`src/rtl/mqd_pkg.sv`:
```
`timescale 1ns / 1ps
// ----------------------------------------------------------------------------
// mqd_pkg: shared types and constants
// Table size, field widths, status codes and controller/datapath bundles.
// ----------------------------------------------------------------------------
package mqd_pkg;

    localparam int ENTRIES    = 16;
    localparam int TIME_WIDTH = 16;
    localparam int IDX_W      = (ENTRIES > 1) ? $clog2(ENTRIES) : 1;
    localparam int CNT_W      = $clog2(ENTRIES + 1);
    localparam int PID_W      = 8;
    localparam int QNT_W      = 16;

    localparam logic [QNT_W-1:0] QUANTUM_RESET = QNT_W'(2);
    localparam logic [TIME_WIDTH-1:0] TIME_MAX = {TIME_WIDTH{1'b1}};

    typedef logic [TIME_WIDTH-1:0] t_time;
    typedef logic [IDX_W-1:0]      t_idx;
    typedef logic [CNT_W-1:0]      t_cnt;

    localparam logic OP_SUBMIT   = 1'b0;
    localparam logic OP_DISPATCH = 1'b1;

    localparam logic CLASS_SYSTEM = 1'b0;

    typedef enum logic [1:0] {
        ST_SUBMITTED  = 2'd0,
        ST_TABLE_FULL = 2'd1,
        ST_DISPATCHED = 2'd2,
        ST_EMPTY      = 2'd3
    } t_status;

    // Commands from the controller to the datapath.
    typedef struct packed {
        logic load_item;   // capture input item
        logic scan_clear;  // reset scan accumulators
        logic scan_step;   // examine entry at scan index
        logic mark_due;    // ready every due entry (one entry per step)
        logic jump_time;   // set time to earliest pending key
        logic do_submit;   // store item or report full
        logic do_run;      // run the selected entry
        logic do_empty;    // report nothing left
    } t_cmd;

    // Status from the datapath to the controller.
    typedef struct packed {
        logic is_dispatch;
        logic found_ready;
        logic found_any;
    } t_sts;

endpackage

```
`src/rtl/mqd_datapath.sv`:
```
`timescale 1ns / 1ps
// ----------------------------------------------------------------------------
// mqd_datapath: process table and scan datapath
// Holds the entry table, current time and quantum; scans one entry a cycle.
// ----------------------------------------------------------------------------
module mqd_datapath (
    input  logic                        i_clk,
    input  logic                        i_rst_n,
    input  logic                        i_cfg_we,
    input  logic [15:0]                 i_cfg_data,
    input  logic                        i_opcode,
    input  logic [7:0]                  i_process_id,
    input  logic [15:0]                 i_arrival_time,
    input  logic [15:0]                 i_burst_length,
    input  logic                        i_process_class,
    input  mqd_pkg::t_cmd               i_cmd,
    input  logic [mqd_pkg::IDX_W-1:0]   i_scan_idx,
    output mqd_pkg::t_sts               o_sts,
    output logic [1:0]                  o_status,
    output logic [7:0]                  o_run_pid,
    output logic [15:0]                 o_run_length,
    output logic                        o_finished,
    output logic [15:0]                 o_time_after
);
    import mqd_pkg::*;

    logic [ENTRIES-1:0] r_valid, r_ready;
    logic [ENTRIES-1:0] r_class;
    t_time              r_key [ENTRIES];
    logic [PID_W-1:0]   r_pid [ENTRIES];
    t_time              r_rem [ENTRIES];
    t_time              r_time;
    logic [QNT_W-1:0]   r_quantum;

    logic               r_op, r_in_class;
    logic [PID_W-1:0]   r_in_pid;
    t_time              r_in_arr, r_in_burst;

    // scan results
    logic               r_best_ok;
    t_idx               r_best;
    logic               r_free_ok;
    t_idx               r_free;
    logic               r_any;
    t_time              r_earliest;

    logic [1:0]         r_status;
    logic [PID_W-1:0]   r_out_pid;
    t_time              r_out_len;
    logic               r_out_fin;

    logic  e_rdy, e_before;
    t_time q_eff;
    logic [TIME_WIDTH:0] sum_q, sum_r, sum_1, key_sum;
    t_time t_new, run_len, rem_sel;
    logic  fin;

    // Entry is ready now, including one that becomes due in this step.
    assign e_rdy = r_valid[i_scan_idx] &&
                   (r_ready[i_scan_idx] || (i_cmd.mark_due && r_key[i_scan_idx] <= r_time));

    always_comb begin
        e_before = 1'b0;
        if (r_class[i_scan_idx] != r_class[r_best])
            e_before = r_class[i_scan_idx] < r_class[r_best];
        else if (r_key[i_scan_idx] != r_key[r_best])
            e_before = r_key[i_scan_idx] < r_key[r_best];
        else if (r_pid[i_scan_idx] != r_pid[r_best])
            e_before = r_pid[i_scan_idx] < r_pid[r_best];
        else
            e_before = r_rem[i_scan_idx] < r_rem[r_best];
    end

    always_comb begin
        q_eff   = (r_quantum == '0) ? t_time'(1) : t_time'(r_quantum);
        rem_sel = r_rem[r_best];
        sum_q   = {1'b0, r_time} + {1'b0, q_eff};
        sum_r   = {1'b0, r_time} + {1'b0, rem_sel};
        sum_1   = {1'b0, r_time} + (TIME_WIDTH+1)'(1);
        if (r_class[r_best] == CLASS_SYSTEM) begin
            if (rem_sel > q_eff) begin
                run_len = q_eff;
                t_new   = sum_q[TIME_WIDTH] ? TIME_MAX : sum_q[TIME_WIDTH-1:0];
                fin     = 1'b0;
            end else begin
                run_len = rem_sel;
                t_new   = sum_r[TIME_WIDTH] ? TIME_MAX : sum_r[TIME_WIDTH-1:0];
                fin     = 1'b1;
            end
        end else begin
            run_len = t_time'(1);
            t_new   = sum_1[TIME_WIDTH] ? TIME_MAX : sum_1[TIME_WIDTH-1:0];
            fin     = (rem_sel <= t_time'(1));
        end
        key_sum = {1'b0, t_new} + (TIME_WIDTH+1)'(1);
    end

    always_ff @(posedge i_clk) begin
        if (!i_rst_n) begin
            r_valid   <= '0;
            r_ready   <= '0;
            r_time    <= '0;
            r_quantum <= QUANTUM_RESET;
        end else begin
            if (i_cfg_we)
                r_quantum <= i_cfg_data;
            if (i_cmd.scan_step && i_cmd.mark_due && e_rdy)
                r_ready[i_scan_idx] <= 1'b1;
            if (i_cmd.jump_time)
                r_time <= r_earliest;
            if (i_cmd.do_submit && r_free_ok) begin
                r_valid[r_free] <= 1'b1;
                r_ready[r_free] <= 1'b0;
            end
            if (i_cmd.do_run) begin
                r_time <= t_new;
                if (fin) begin
                    r_valid[r_best] <= 1'b0;
                    r_ready[r_best] <= 1'b0;
                end
            end
        end
    end

    always_ff @(posedge i_clk) begin
        if (i_cmd.load_item) begin
            r_op       <= i_opcode;
            r_in_pid   <= i_process_id;
            r_in_arr   <= i_arrival_time;
            r_in_burst <= i_burst_length;
            r_in_class <= i_process_class;
        end
        if (i_cmd.scan_clear) begin
            r_best_ok <= 1'b0;
            r_best    <= '0;
            r_free_ok <= 1'b0;
            r_free    <= '0;
            r_any     <= 1'b0;
            r_earliest <= '0;
        end else if (i_cmd.scan_step) begin
            if (!r_valid[i_scan_idx] && !r_free_ok) begin
                r_free_ok <= 1'b1;
                r_free    <= i_scan_idx;
            end
            if (r_valid[i_scan_idx] && (!r_any || r_key[i_scan_idx] < r_earliest)) begin
                r_any      <= 1'b1;
                r_earliest <= r_key[i_scan_idx];
            end
            if (e_rdy && (!r_best_ok || e_before)) begin
                r_best_ok <= 1'b1;
                r_best    <= i_scan_idx;
            end
        end
        if (i_cmd.do_submit) begin
            r_status  <= r_free_ok ? ST_SUBMITTED : ST_TABLE_FULL;
            r_out_pid <= '0;
            r_out_len <= '0;
            r_out_fin <= 1'b0;
            if (r_free_ok) begin
                r_class[r_free] <= r_in_class;
                r_key[r_free]   <= r_in_arr;
                r_pid[r_free]   <= r_in_pid;
                r_rem[r_free]   <= r_in_burst;
            end
        end
        if (i_cmd.do_empty) begin
            r_status  <= ST_EMPTY;
            r_out_pid <= '0;
            r_out_len <= '0;
            r_out_fin <= 1'b0;
        end
        if (i_cmd.do_run) begin
            r_status  <= ST_DISPATCHED;
            r_out_pid <= r_pid[r_best];
            r_out_len <= run_len;
            r_out_fin <= fin;
            r_rem[r_best] <= fin ? '0 : (rem_sel - run_len);
            if (r_class[r_best] == CLASS_SYSTEM && !fin)
                r_key[r_best] <= key_sum[TIME_WIDTH] ? TIME_MAX : key_sum[TIME_WIDTH-1:0];
        end
    end

    assign o_sts.is_dispatch = (r_op == OP_DISPATCH);
    assign o_sts.found_ready = r_best_ok;
    assign o_sts.found_any   = r_any;
    assign o_status     = r_status;
    assign o_run_pid    = r_out_pid;
    assign o_run_length = 16'(r_out_len);
    assign o_finished   = r_out_fin;
    assign o_time_after = 16'(r_time);

endmodule

```
`src/rtl/mqd_controller.sv`:
```
`timescale 1ns / 1ps
// ----------------------------------------------------------------------------
// mqd_controller: dispatch sequencer
// Walks the table one entry a cycle and steps the datapath through an item.
// ----------------------------------------------------------------------------
module mqd_controller (
    input  logic                        i_clk,
    input  logic                        i_rst_n,
    input  logic                        i_valid,
    output logic                        o_ready,
    output logic                        o_valid,
    input  logic                        i_ready,
    input  mqd_pkg::t_sts               i_sts,
    output mqd_pkg::t_cmd               o_cmd,
    output logic [mqd_pkg::IDX_W-1:0]   o_scan_idx
);
    import mqd_pkg::*;

    typedef enum logic [2:0] {
        S_IDLE, S_SCAN, S_DECIDE, S_RESCAN, S_FINAL, S_OUT
    } t_state;

    t_state r_state;
    t_idx   r_idx;
    logic   r_oval;
    logic   last;

    assign last = (r_idx == t_idx'(ENTRIES - 1));

    always_comb begin
        o_cmd = '0;
        o_cmd.load_item  = (r_state == S_IDLE) && i_valid;
        o_cmd.scan_clear = o_cmd.load_item || (r_state == S_DECIDE && i_sts.is_dispatch
                           && !i_sts.found_ready && i_sts.found_any);
        o_cmd.scan_step  = (r_state == S_SCAN) || (r_state == S_RESCAN);
        o_cmd.mark_due   = o_cmd.scan_step && i_sts.is_dispatch;
        o_cmd.jump_time  = o_cmd.scan_clear && (r_state == S_DECIDE);
        o_cmd.do_submit  = (r_state == S_DECIDE) && !i_sts.is_dispatch;
        o_cmd.do_empty   = (r_state == S_DECIDE) && i_sts.is_dispatch
                           && !i_sts.found_ready && !i_sts.found_any;
        o_cmd.do_run     = ((r_state == S_DECIDE) || (r_state == S_FINAL))
                           && i_sts.is_dispatch && i_sts.found_ready;
    end

    always_ff @(posedge i_clk) begin
        if (!i_rst_n) begin
            r_state <= S_IDLE;
            r_idx   <= '0;
            r_oval  <= 1'b0;
        end else begin
            case (r_state)
                S_IDLE: begin
                    if (i_valid) begin
                        r_state <= S_SCAN;
                        r_idx   <= '0;
                    end
                end
                S_SCAN, S_RESCAN: begin
                    r_idx <= r_idx + t_idx'(1);
                    if (last)
                        r_state <= (r_state == S_SCAN) ? S_DECIDE : S_FINAL;
                end
                S_DECIDE: begin
                    if (o_cmd.jump_time) begin
                        r_state <= S_RESCAN;
                        r_idx   <= '0;
                    end else begin
                        r_state <= S_OUT;
                        r_oval  <= 1'b1;
                    end
                end
                S_FINAL: begin
                    r_state <= S_OUT;
                    r_oval  <= 1'b1;
                end
                S_OUT: begin
                    if (i_ready) begin
                        r_oval  <= 1'b0;
                        r_state <= S_IDLE;
                    end
                end
                default: r_state <= S_IDLE;
            endcase
        end
    end

    assign o_ready    = (r_state == S_IDLE);
    assign o_valid    = r_oval;
    assign o_scan_idx = r_idx;

endmodule

```
`src/rtl/multilevel_queue_dispatcher_unit.sv`:
```
`timescale 1ns / 1ps
// ----------------------------------------------------------------------------
// multilevel_queue_dispatcher_unit: two-class process dispatcher
// Process table with system (round robin) and user (first come) classes.
// ----------------------------------------------------------------------------
// Usage:
//   Input channel (i_valid/o_ready) carries submit or dispatch items; the
//   output channel (o_valid/i_ready) returns one result per item.
//   The quantum register is written through i_cfg_we/i_cfg_data; the user
//   must write it only while idle, the block itself does not enforce this.
//   Each item walks the table once, one entry per cycle, then passes a
//   decide step before the result is offered. A dispatch that finds no
//   ready entry jumps time to the earliest pending key and walks the table
//   again before its result is offered. One item is in flight at a time.
//   Reset empties the table, clears time and sets the quantum to 2.
//   While the receiver stalls the result holds and no new item is taken.
// ----------------------------------------------------------------------------
module multilevel_queue_dispatcher_unit (
    input  logic        i_clk,
    input  logic        i_rst_n,
    input  logic        i_cfg_we,
    input  logic [15:0] i_cfg_data,
    input  logic        i_valid,
    output logic        o_ready,
    input  logic        i_opcode,
    input  logic [7:0]  i_process_id,
    input  logic [15:0] i_arrival_time,
    input  logic [15:0] i_burst_length,
    input  logic        i_process_class,
    output logic        o_valid,
    input  logic        i_ready,
    output logic [1:0]  o_status,
    output logic [7:0]  o_run_pid,
    output logic [15:0] o_run_length,
    output logic        o_finished,
    output logic [15:0] o_time_after
);
    import mqd_pkg::*;

    t_cmd cmd;
    t_sts sts;
    t_idx scan_idx;

    mqd_controller u_ctrl (
        .i_clk(i_clk), .i_rst_n(i_rst_n),
        .i_valid(i_valid), .o_ready(o_ready),
        .o_valid(o_valid), .i_ready(i_ready),
        .i_sts(sts), .o_cmd(cmd), .o_scan_idx(scan_idx)
    );

    mqd_datapath u_dp (
        .i_clk(i_clk), .i_rst_n(i_rst_n),
        .i_cfg_we(i_cfg_we), .i_cfg_data(i_cfg_data),
        .i_opcode(i_opcode), .i_process_id(i_process_id),
        .i_arrival_time(i_arrival_time), .i_burst_length(i_burst_length),
        .i_process_class(i_process_class),
        .i_cmd(cmd), .i_scan_idx(scan_idx), .o_sts(sts),
        .o_status(o_status), .o_run_pid(o_run_pid),
        .o_run_length(o_run_length), .o_finished(o_finished),
        .o_time_after(o_time_after)
    );

endmodule

```
`config.mk`:
```
export PLATFORM = sky130hd
export DESIGN_NAME = multilevel_queue_dispatcher_unit
export DESIGN_NICKNAME = d
export VERILOG_FILES = /design/src/rtl/mqd_pkg.sv /design/src/rtl/mqd_datapath.sv /design/src/rtl/mqd_controller.sv /design/src/rtl/multilevel_queue_dispatcher_unit.sv
export SDC_FILE = /design/constraint.sdc
export NUM_CORES = 1
export LEC_CHECK = 0
export BUFFER_PORTS_ARGS = -buffer_cell sky130_fd_sc_hd__buf_2
export CORE_MARGIN = 2
export CORE_UTILIZATION = 46
export CTS_CLUSTER_DIAMETER = 50
export CTS_CLUSTER_SIZE = 12
export DETAILED_ROUTE_END_ITERATION = 16
export GPL_TIMING_DRIVEN = 0
export REMOVE_ABC_BUFFERS = 1
export SYNTH_ARGS = -nofsm -noshare
export SYNTH_HDL_FRONTEND = slang
export SYNTH_SLANG_ARGS = --single-unit
```
`constraint.sdc`:
```
create_clock -name i_clk -period 15.4 [get_ports i_clk]
set_input_delay 0.77 -clock i_clk [delete_from_list [all_inputs] [get_ports i_clk]]
set_output_delay 0.77 -clock i_clk [all_outputs]
set_load 0.02 [all_outputs]
```
==> impl_metrics.py, run 1 <==
metrics = {
    "critical_path": {
        "regToRegSetupSlack_ns": 6.87,
        "worstReg2RegEnd": "u_dp.r_rem[4][14]$_DFFE_PP_",
        "crit_arrival_ns": 8.94,
        "cp_data_required_time_ns": 15.81,
        "cp_max_fo": 36,
        "worst_r2r_path_depth": 28,
        "crit_slowest_cell": "dfxtp_4",
        "slowest_delay_ns": 0.68,
        "worstSetupEndpointType": "flop",
        "path_class": "flop to flop",
        "crit_end": "u_dp.r_rem[4][14]$_DFFE_PP_",
        "start_kind": "flop",
    },
    "cts": {
        "holdBufCountCts": 0,
        "cts_tree": "yes",
        "cts-resized-gates": 0,
        "path_clk_slew_ns": 0.06,
        "post_cts_buffers": 0,
        "cts_made_buffers": 101,
        "cts_num_sinks": 832,
        "htreeDepth": 3,
        "cts_root_buf": "clkbuf_16",
        "cts.path.max_buffers": 3,
        "clk-insertion-delay-late_ns": 0.70,
    },
    "detailed_routing": {
        "vias_per_cell": 6.469,
        "antenna_left": 0,
        "finalWirelength_mm": 123.5,
        "first_pass_iters": 6,
        "vias": 26530,
        "drc": 0,
        "wl_per_cell_um": 30.11,
        "drt_iter0_markers": 2903,
    },
    "global_route": {
        "grt_pass1_wl_mm": 180.2,
        "busiest_layer": "met2",
        "antenna_found_initial": 1,
        "use_met1": 0.3568,
        "grt_max_degree": 70,
        "use_met2": 0.4202,
        "grt_pass1_vias": 27150,
        "grt_usage": 0.2618,
        "grtUsageMet3": 0.05320,
        "grt_remaining_overflow": 0,
    },
    "pwr": {
        "p_per_area_nw_per_um2": 108.9,
        "combPwrFrac": 0.073,
        "swShare": 0.2319,
        "ir_worst_vdd_mv": 0.09474,
        "seqPwrFrac": 0.476,
        "clkPwrFrac": 0.452,
        "p_int_mw": 4.071,
        "power.switching_mw": 1.229,
        "p_leak_nw": 16.00,
    },
    "yosys": {
        "yosysTopAreaCellShare": 0.5113,
        "synth_top_cell_by_area": "edfxtp_1",
        "synth_cells": 2728,
        "synth-main-ff-cell": "edfxtp_1",
        "yosysMostFrequentCell": "edfxtp_1",
        "async_flop_share": 0,
        "syn-cell-area_sq_um": 42460,
        "yosysWarnings": 0,
        "synth_edf_count": 723,
        "yosysUniqueCellTypes": 80,
        "syn_avg_cell_area_sq_um": 15.57,
        "synthTopCellsByArea": "edfxtp_1 51%, mux4_2 22%, dfxtp_1 5.1%",
        "synth.ff_latch_count": 832,
        "synth_common_cells": "723 x edfxtp_1, 419 x mux4_2, 224 x nor2_1",
        "yosysSeqAreaShare": 0.5627,
    },
    "floorplanning": {
        "start_util": 0.4640,
        "core-area_sq_um": 91520,
        "dieArea_sq_um": 94760,
        "die_height_um": 307.8,
        "die_w_um": 307.8,
        "pin_count": 108,
        "num_rows": 111,
    },
    "placement": {
        "place.gp.congestion": 0.9054,
        "hpwl_mm": 82.12,
        "numPortBuffers": 107,
    },
    "timing": {
        "max_freq_mhz": 117.2,
        "setup_viol": 0,
        "period_share": 0.5539,
        "rsz0062_at_grt": "no",
        "slew_headroom": 0.1981,
        "hold_viol_final": 0,
        "tns_ns": 0,
        "slew_viol_final": 0,
        "worst_pin_slew_ns": 1.201,
        "finClkSkew_ns": 0.03602,
        "fin_crit_ns": 8.531,
    },
    "final_layout": {
        "diodes": 0,
        "final_layout_size_suffix_gt1_frac": 0.2871,
        "fillCellCount": 7288,
        "fin_util": 0.5318,
        "multi_input_area_sq_um": 17780,
        "final_nets": 3045,
        "area_growth_pct": 14.62,
        "reg_top3": "u_dp.r_key: 256 flops, u_dp.r_rem: 256 flops, u_dp.r_pid: 128 flops",
        "seq_area_sq_um": 23920,
    },
    "job": {
        "cap_violations": 0,
    },
    "worst_hold_path": {
        "hold_class": "primary input to flop",
        "min_path_cells": 1,
    },
    "outcome": {
        "outcome": "finished clean",
    },
}
[cell families (layout without fill, tap and decap cells)]
group	after synthesis	count (layout)	synth area share
fa+ha+maj	144	144	0.04296
compound gates	394	394	0.06291
xor+xnor	57	57	0.01176
buf+inv	278	465	0.02537
mux	466	466	0.2337
simple gates	557	557	0.06064
flops	832	832	0.5627
[cell usage in the layout, fill, tap and decap left out, types with 10 or more instances in the layout]
cell	instances
edfxtp_1	723
nand2b_1	20
a31oi_1	29
dfxtp_1	101
xor2_1	17
o211a_1	10
buf_8	14
or3_1	10
nand2_1	123
nor2_4	17
clkinv_2	14
buf_16	24
xnor2_1	40
nor4_1	16
bufinv_16	11
a211oi_1	19
o22a_1	14
a21oi_1	84
nor2_2	24
buf_6	17
nor3_1	46
ha_1	141
o21a_1	12
a21o_1	33
o21ai_0	80
nor2_1	183
clkbuf_16	101
nand3_1	30
nor2b_1	17
clkbuf_1	17
buf_2	107
mux2i_1	45
mux4_2	419
o211ai_1	17
inv_1	108
nand4_1	23
[through the flow]
stage / area (sq um) / cells / setup slack, ns / hold slack, ns / power (mW)
floorplan: 41810 / 2562 / 1.534 / 0.4348 / 2.857
global placement: 43830 / 3855 / -4.446 / 0.4470 / 3.005
detailed placement: 45330 / 3920 / 6.946 / 0.4647 / 2.956
CTS: 48660 / 4100 / 6.898 / 0.2017 / 5.333
global route: 48670 / 4101 / 6.371 / 0.2175 / 5.450
finish: 48670 / 4101 / 6.869 / 0.2364 / 5.300
[layout make-up]
type,count,area share
sequential,832,0.4915
tap,1186,0.03049
clock inverter,60,0.01465
multi-input combinational,1618,0.3653
inverter,112,0.008689
clock buffer,120,0.05380
timing repair buffer,173,0.03555
[power by group through the flow]
stage	clock network [mW]	logic, mW	registers, mW
4_1_cts	2.42	0.388	2.52
2_1_floorplan	0	0.275	2.58
3_3_place_gp	0	0.387	2.62
5_1_grt	2.51	0.415	2.52
6_report	2.39	0.385	2.52
3_5_place_dp	0	0.387	2.57
[how the worst min path moves through the flow]
stage	start	end	slack, ns
after global routing	i_burst_length[14]	u_dp.r_in_burst[14]$_DFFE_PP_	0.22
after detailed placement	u_dp.r_valid[6]$_SDFF_PN0_	u_dp.r_valid[6]$_SDFF_PN0_	0.46
final	i_burst_length[13]	u_dp.r_in_burst[13]$_DFFE_PP_	0.24
after global placement	u_dp.r_valid[4]$_SDFF_PN0_	u_dp.r_valid[4]$_SDFF_PN0_	0.45
after floorplan	u_dp.r_valid[10]$_SDFF_PN0_	u_dp.r_valid[10]$_SDFF_PN0_	0.43
after CTS	i_burst_length[13]	u_dp.r_in_burst[13]$_DFFE_PP_	0.20
[worst max-delay path, delay by kind of cell (launching register included)]
family                     cells  cell delay, ns
buffers and inverters          5            1.08
muxes                          2            1.17
AOI/OAI and AO/OA             12            2.74
xor gates and xnor gates       1            0.29
DFF                            1            0.68
and+or+nand+nor                5            1.28
adders and majority gates      3            0.96
[metal layers]
| metal | vias to the layer above | share of wire |
|---|---|---|
| met5 | - | 0.00011 |
| met1 | 13880 | 0.41 |
| met3 | 204 | 0.080 |
| met2 | 1157 | 0.48 |
| met4 | 2 | 0.032 |
| li1 | 11290 | - |
(Power assumes the default switching activity.)
==> run 2, diff against run 1 <==
clock period = 7.2 ns   (was 15.4 ns; I/O delays follow)
==> impl_metrics.py, run 2 (synthesis results as in run 1) <==
metrics = {
    "worst_hold_path": {
        "hold_class": "primary input to flop",
    },
    "cts": {
        "cts.path.max_buffers": 3,
        "cts_root_buf": "clkbuf_16",
        "cts_made_buffers": 101,
        "clk-insertion-delay-late_ns": 0.70,
        "cts_num_sinks": 832,
        "path_clk_slew_ns": 0.06,
        "cts_tree": "yes",
        "htreeDepth": 3,
    },
    "global_route": {
        "grt_pass1_wl_mm": 183.4,
        "grt_pass1_vias": 27630,
        "antenna_found_initial": 1,
        "grt_usage": 0.2665,
        "grt_remaining_overflow": 0,
        "grt_max_degree": 70,
    },
    "timing": {
        "max_freq_mhz": 142.5,
        "setup_viol": 0,
        "hold_viol_final": 0,
        "period_share": 0.9744,
        "slew_viol_final": 0,
        "worst_pin_slew_ns": 1.184,
        "tns_ns": 0,
        "slew_headroom": 0.2095,
        "fin_ws_ns": 0.1843,
        "hold-worst-slack_ns": 0.05748,
        "finClkSkew_ns": 0.03559,
        "fin_crit_ns": 7.016,
    },
    "floorplanning": {
        "core-area_sq_um": 91520,
        "die_height_um": 307.8,
        "pin_count": 108,
        "die_w_um": 307.8,
        "num_rows": 111,
        "dieArea_sq_um": 94760,
        "start_util": 0.4640,
    },
    "pwr": {
        "finalPower_mw": 11.37,
        "seqPwrFrac": 0.475,
        "p_leak_nw": 16.47,
        "clkPwrFrac": 0.450,
        "power.switching_mw": 2.634,
        "p_per_area_nw_per_um2": 228.3,
        "swShare": 0.2318,
        "ir_worst_vdd_mv": 0.2019,
        "p_int_mw": 8.731,
        "combPwrFrac": 0.075,
    },
    "final_layout": {
        "stdcell_area_sq_um": 49780,
        "fin_cells": 4192,
        "seq_area_sq_um": 23920,
        "area_growth_pct": 17.22,
        "final_cell_mix": "723 x edfxtp_1, 419 x mux4_2, 182 x nor2_1, 138 x ha_1, 123 x nand2_1",
        "final_layout_size_suffix_gt1_frac": 0.2941,
        "multi_input_area_sq_um": 17900,
        "diodes": 0,
        "fillCellCount": 7220,
        "final_nets": 3136,
        "final_common_cell": "edfxtp_1",
        "reg_top3": "u_dp.r_key: 256 flops, u_dp.r_rem: 256 flops, u_dp.r_pid: 128 flops",
        "fin_util": 0.5438,
    },
    "critical_path": {
        "cp_data_required_time_ns": 7.61,
        "crit_cells": 28,
        "start_kind": "flop",
        "worst_r2r_path_depth": 28,
        "crit_arrival_ns": 7.43,
        "path_buf_inv": 5,
        "worstSetupEndpointType": "flop",
        "crit_end": "u_dp.r_rem[4][14]$_DFFE_PP_",
        "regToRegSetupSlack_ns": 0.18,
        "cp_top_family": "compound AO/OA/AOI/OAI gates",
        "cp_max_fo": 31,
        "slowest_delay_ns": 0.68,
        "worstReg2RegEnd": "u_dp.r_rem[4][14]$_DFFE_PP_",
        "path_class": "flop to flop",
        "crit_slowest_cell": "mux4_2",
    },
    "detailed_routing": {
        "vias_per_cell": 6.454,
        "wl_per_cell_um": 30.12,
        "antenna_left": 0,
        "highest_layer": "met5",
        "wl_met2_mm": 60.71,
        "vias": 27060,
        "first_pass_iters": 8,
        "wl_met3_mm": 10.49,
        "finalWirelength_mm": 126.3,
        "drc": 0,
        "wl_met1_mm": 51.07,
        "drt_iter0_markers": 2956,
    },
    "placement": {
        "hpwl_mm": 82.12,
        "place.gp.congestion": 0.9054,
        "post-place-ws_ns": -1.254,
        "placed_cell_area_sq_um": 45330,
        "numPortBuffers": 107,
        "dp_cells": 3920,
    },
    "job": {
        "cap_violations": 0,
    },
    "outcome": {
        "outcome": "finished clean",
    },
}
## run 2: area by class of cell
| type | count | share of cell area |
|---|---|---|
| Sequential cell | 832 | 0.4806 |
| Multi-Input combinational cell | 1618 | 0.3596 |
| Timing Repair Buffer | 264 | 0.05447 |
| Clock buffer | 120 | 0.05261 |
| Tap cell | 1186 | 0.02981 |
| Clock inverter | 60 | 0.01433 |
| Inverter | 112 | 0.008572 |
## run 2: worst min path at each step
stage                           startpoint                          end  cells past startpoint
2_1_floorplan  u_dp.r_valid[10]$_SDFF_PN0_  u_dp.r_valid[10]$_SDFF_PN0_                      2
3_3_place_gp    u_dp.r_valid[4]$_SDFF_PN0_   u_dp.r_valid[4]$_SDFF_PN0_                      2
3_5_place_dp    u_dp.r_valid[6]$_SDFF_PN0_   u_dp.r_valid[6]$_SDFF_PN0_                      2
4_1_cts                            i_ready  u_ctrl.o_valid$_SDFFE_PN0P_                      4
5_1_grt                            i_ready  u_ctrl.o_valid$_SDFFE_PN0P_                      4
6_report                           i_ready  u_ctrl.o_valid$_SDFFE_PN0P_                      4
## run 2: what timing repair did
action / 4_1_cts / 5_1_grt
buffers inserted: 13 / 17
cloned: 2 / 1
resized for setup: 5 / 19
pin swaps: 2 / 8
setup endpoints to repair: 400 / 112
hold endpoints to repair: 58 / 0
hold buffers: 58 / 0
## run 2: layer usage
| metal | vias up | global-route usage |
|---|---|---|
| met2 | 1157 | 0.4297 |
| met5 | - | 0 |
| met4 | 2 | 0.08996 |
| li1 | 11480 | - |
| met1 | 14200 | 0.3618 |
| met3 | 209 | 0.05616 |
## run 2: worst reg2reg max path: cells and delay by family, from the launching register on
kind | cells | cell delay (ns)
AOI/OAI and AO/OA | 12 | 2.27
xor gates and xnor gates | 1 | 0.30
adders and majority gates | 3 | 0.99
buffers and inverters | 5 | 0.77
DFF | 1 | 0.44
muxes | 2 | 1.17
and+or+nand+nor | 5 | 0.80
## run 2: power by group through the flow
stage               combinational [mW]  clock, mW  sequential (mW)
floorplan                        0.589          0             5.52
global placement                 0.828          0             5.60
global route                     0.922       5.37             5.40
detailed placement               0.827          0             5.50
CTS                              0.857       5.18             5.40
finish                           0.855       5.12             5.39
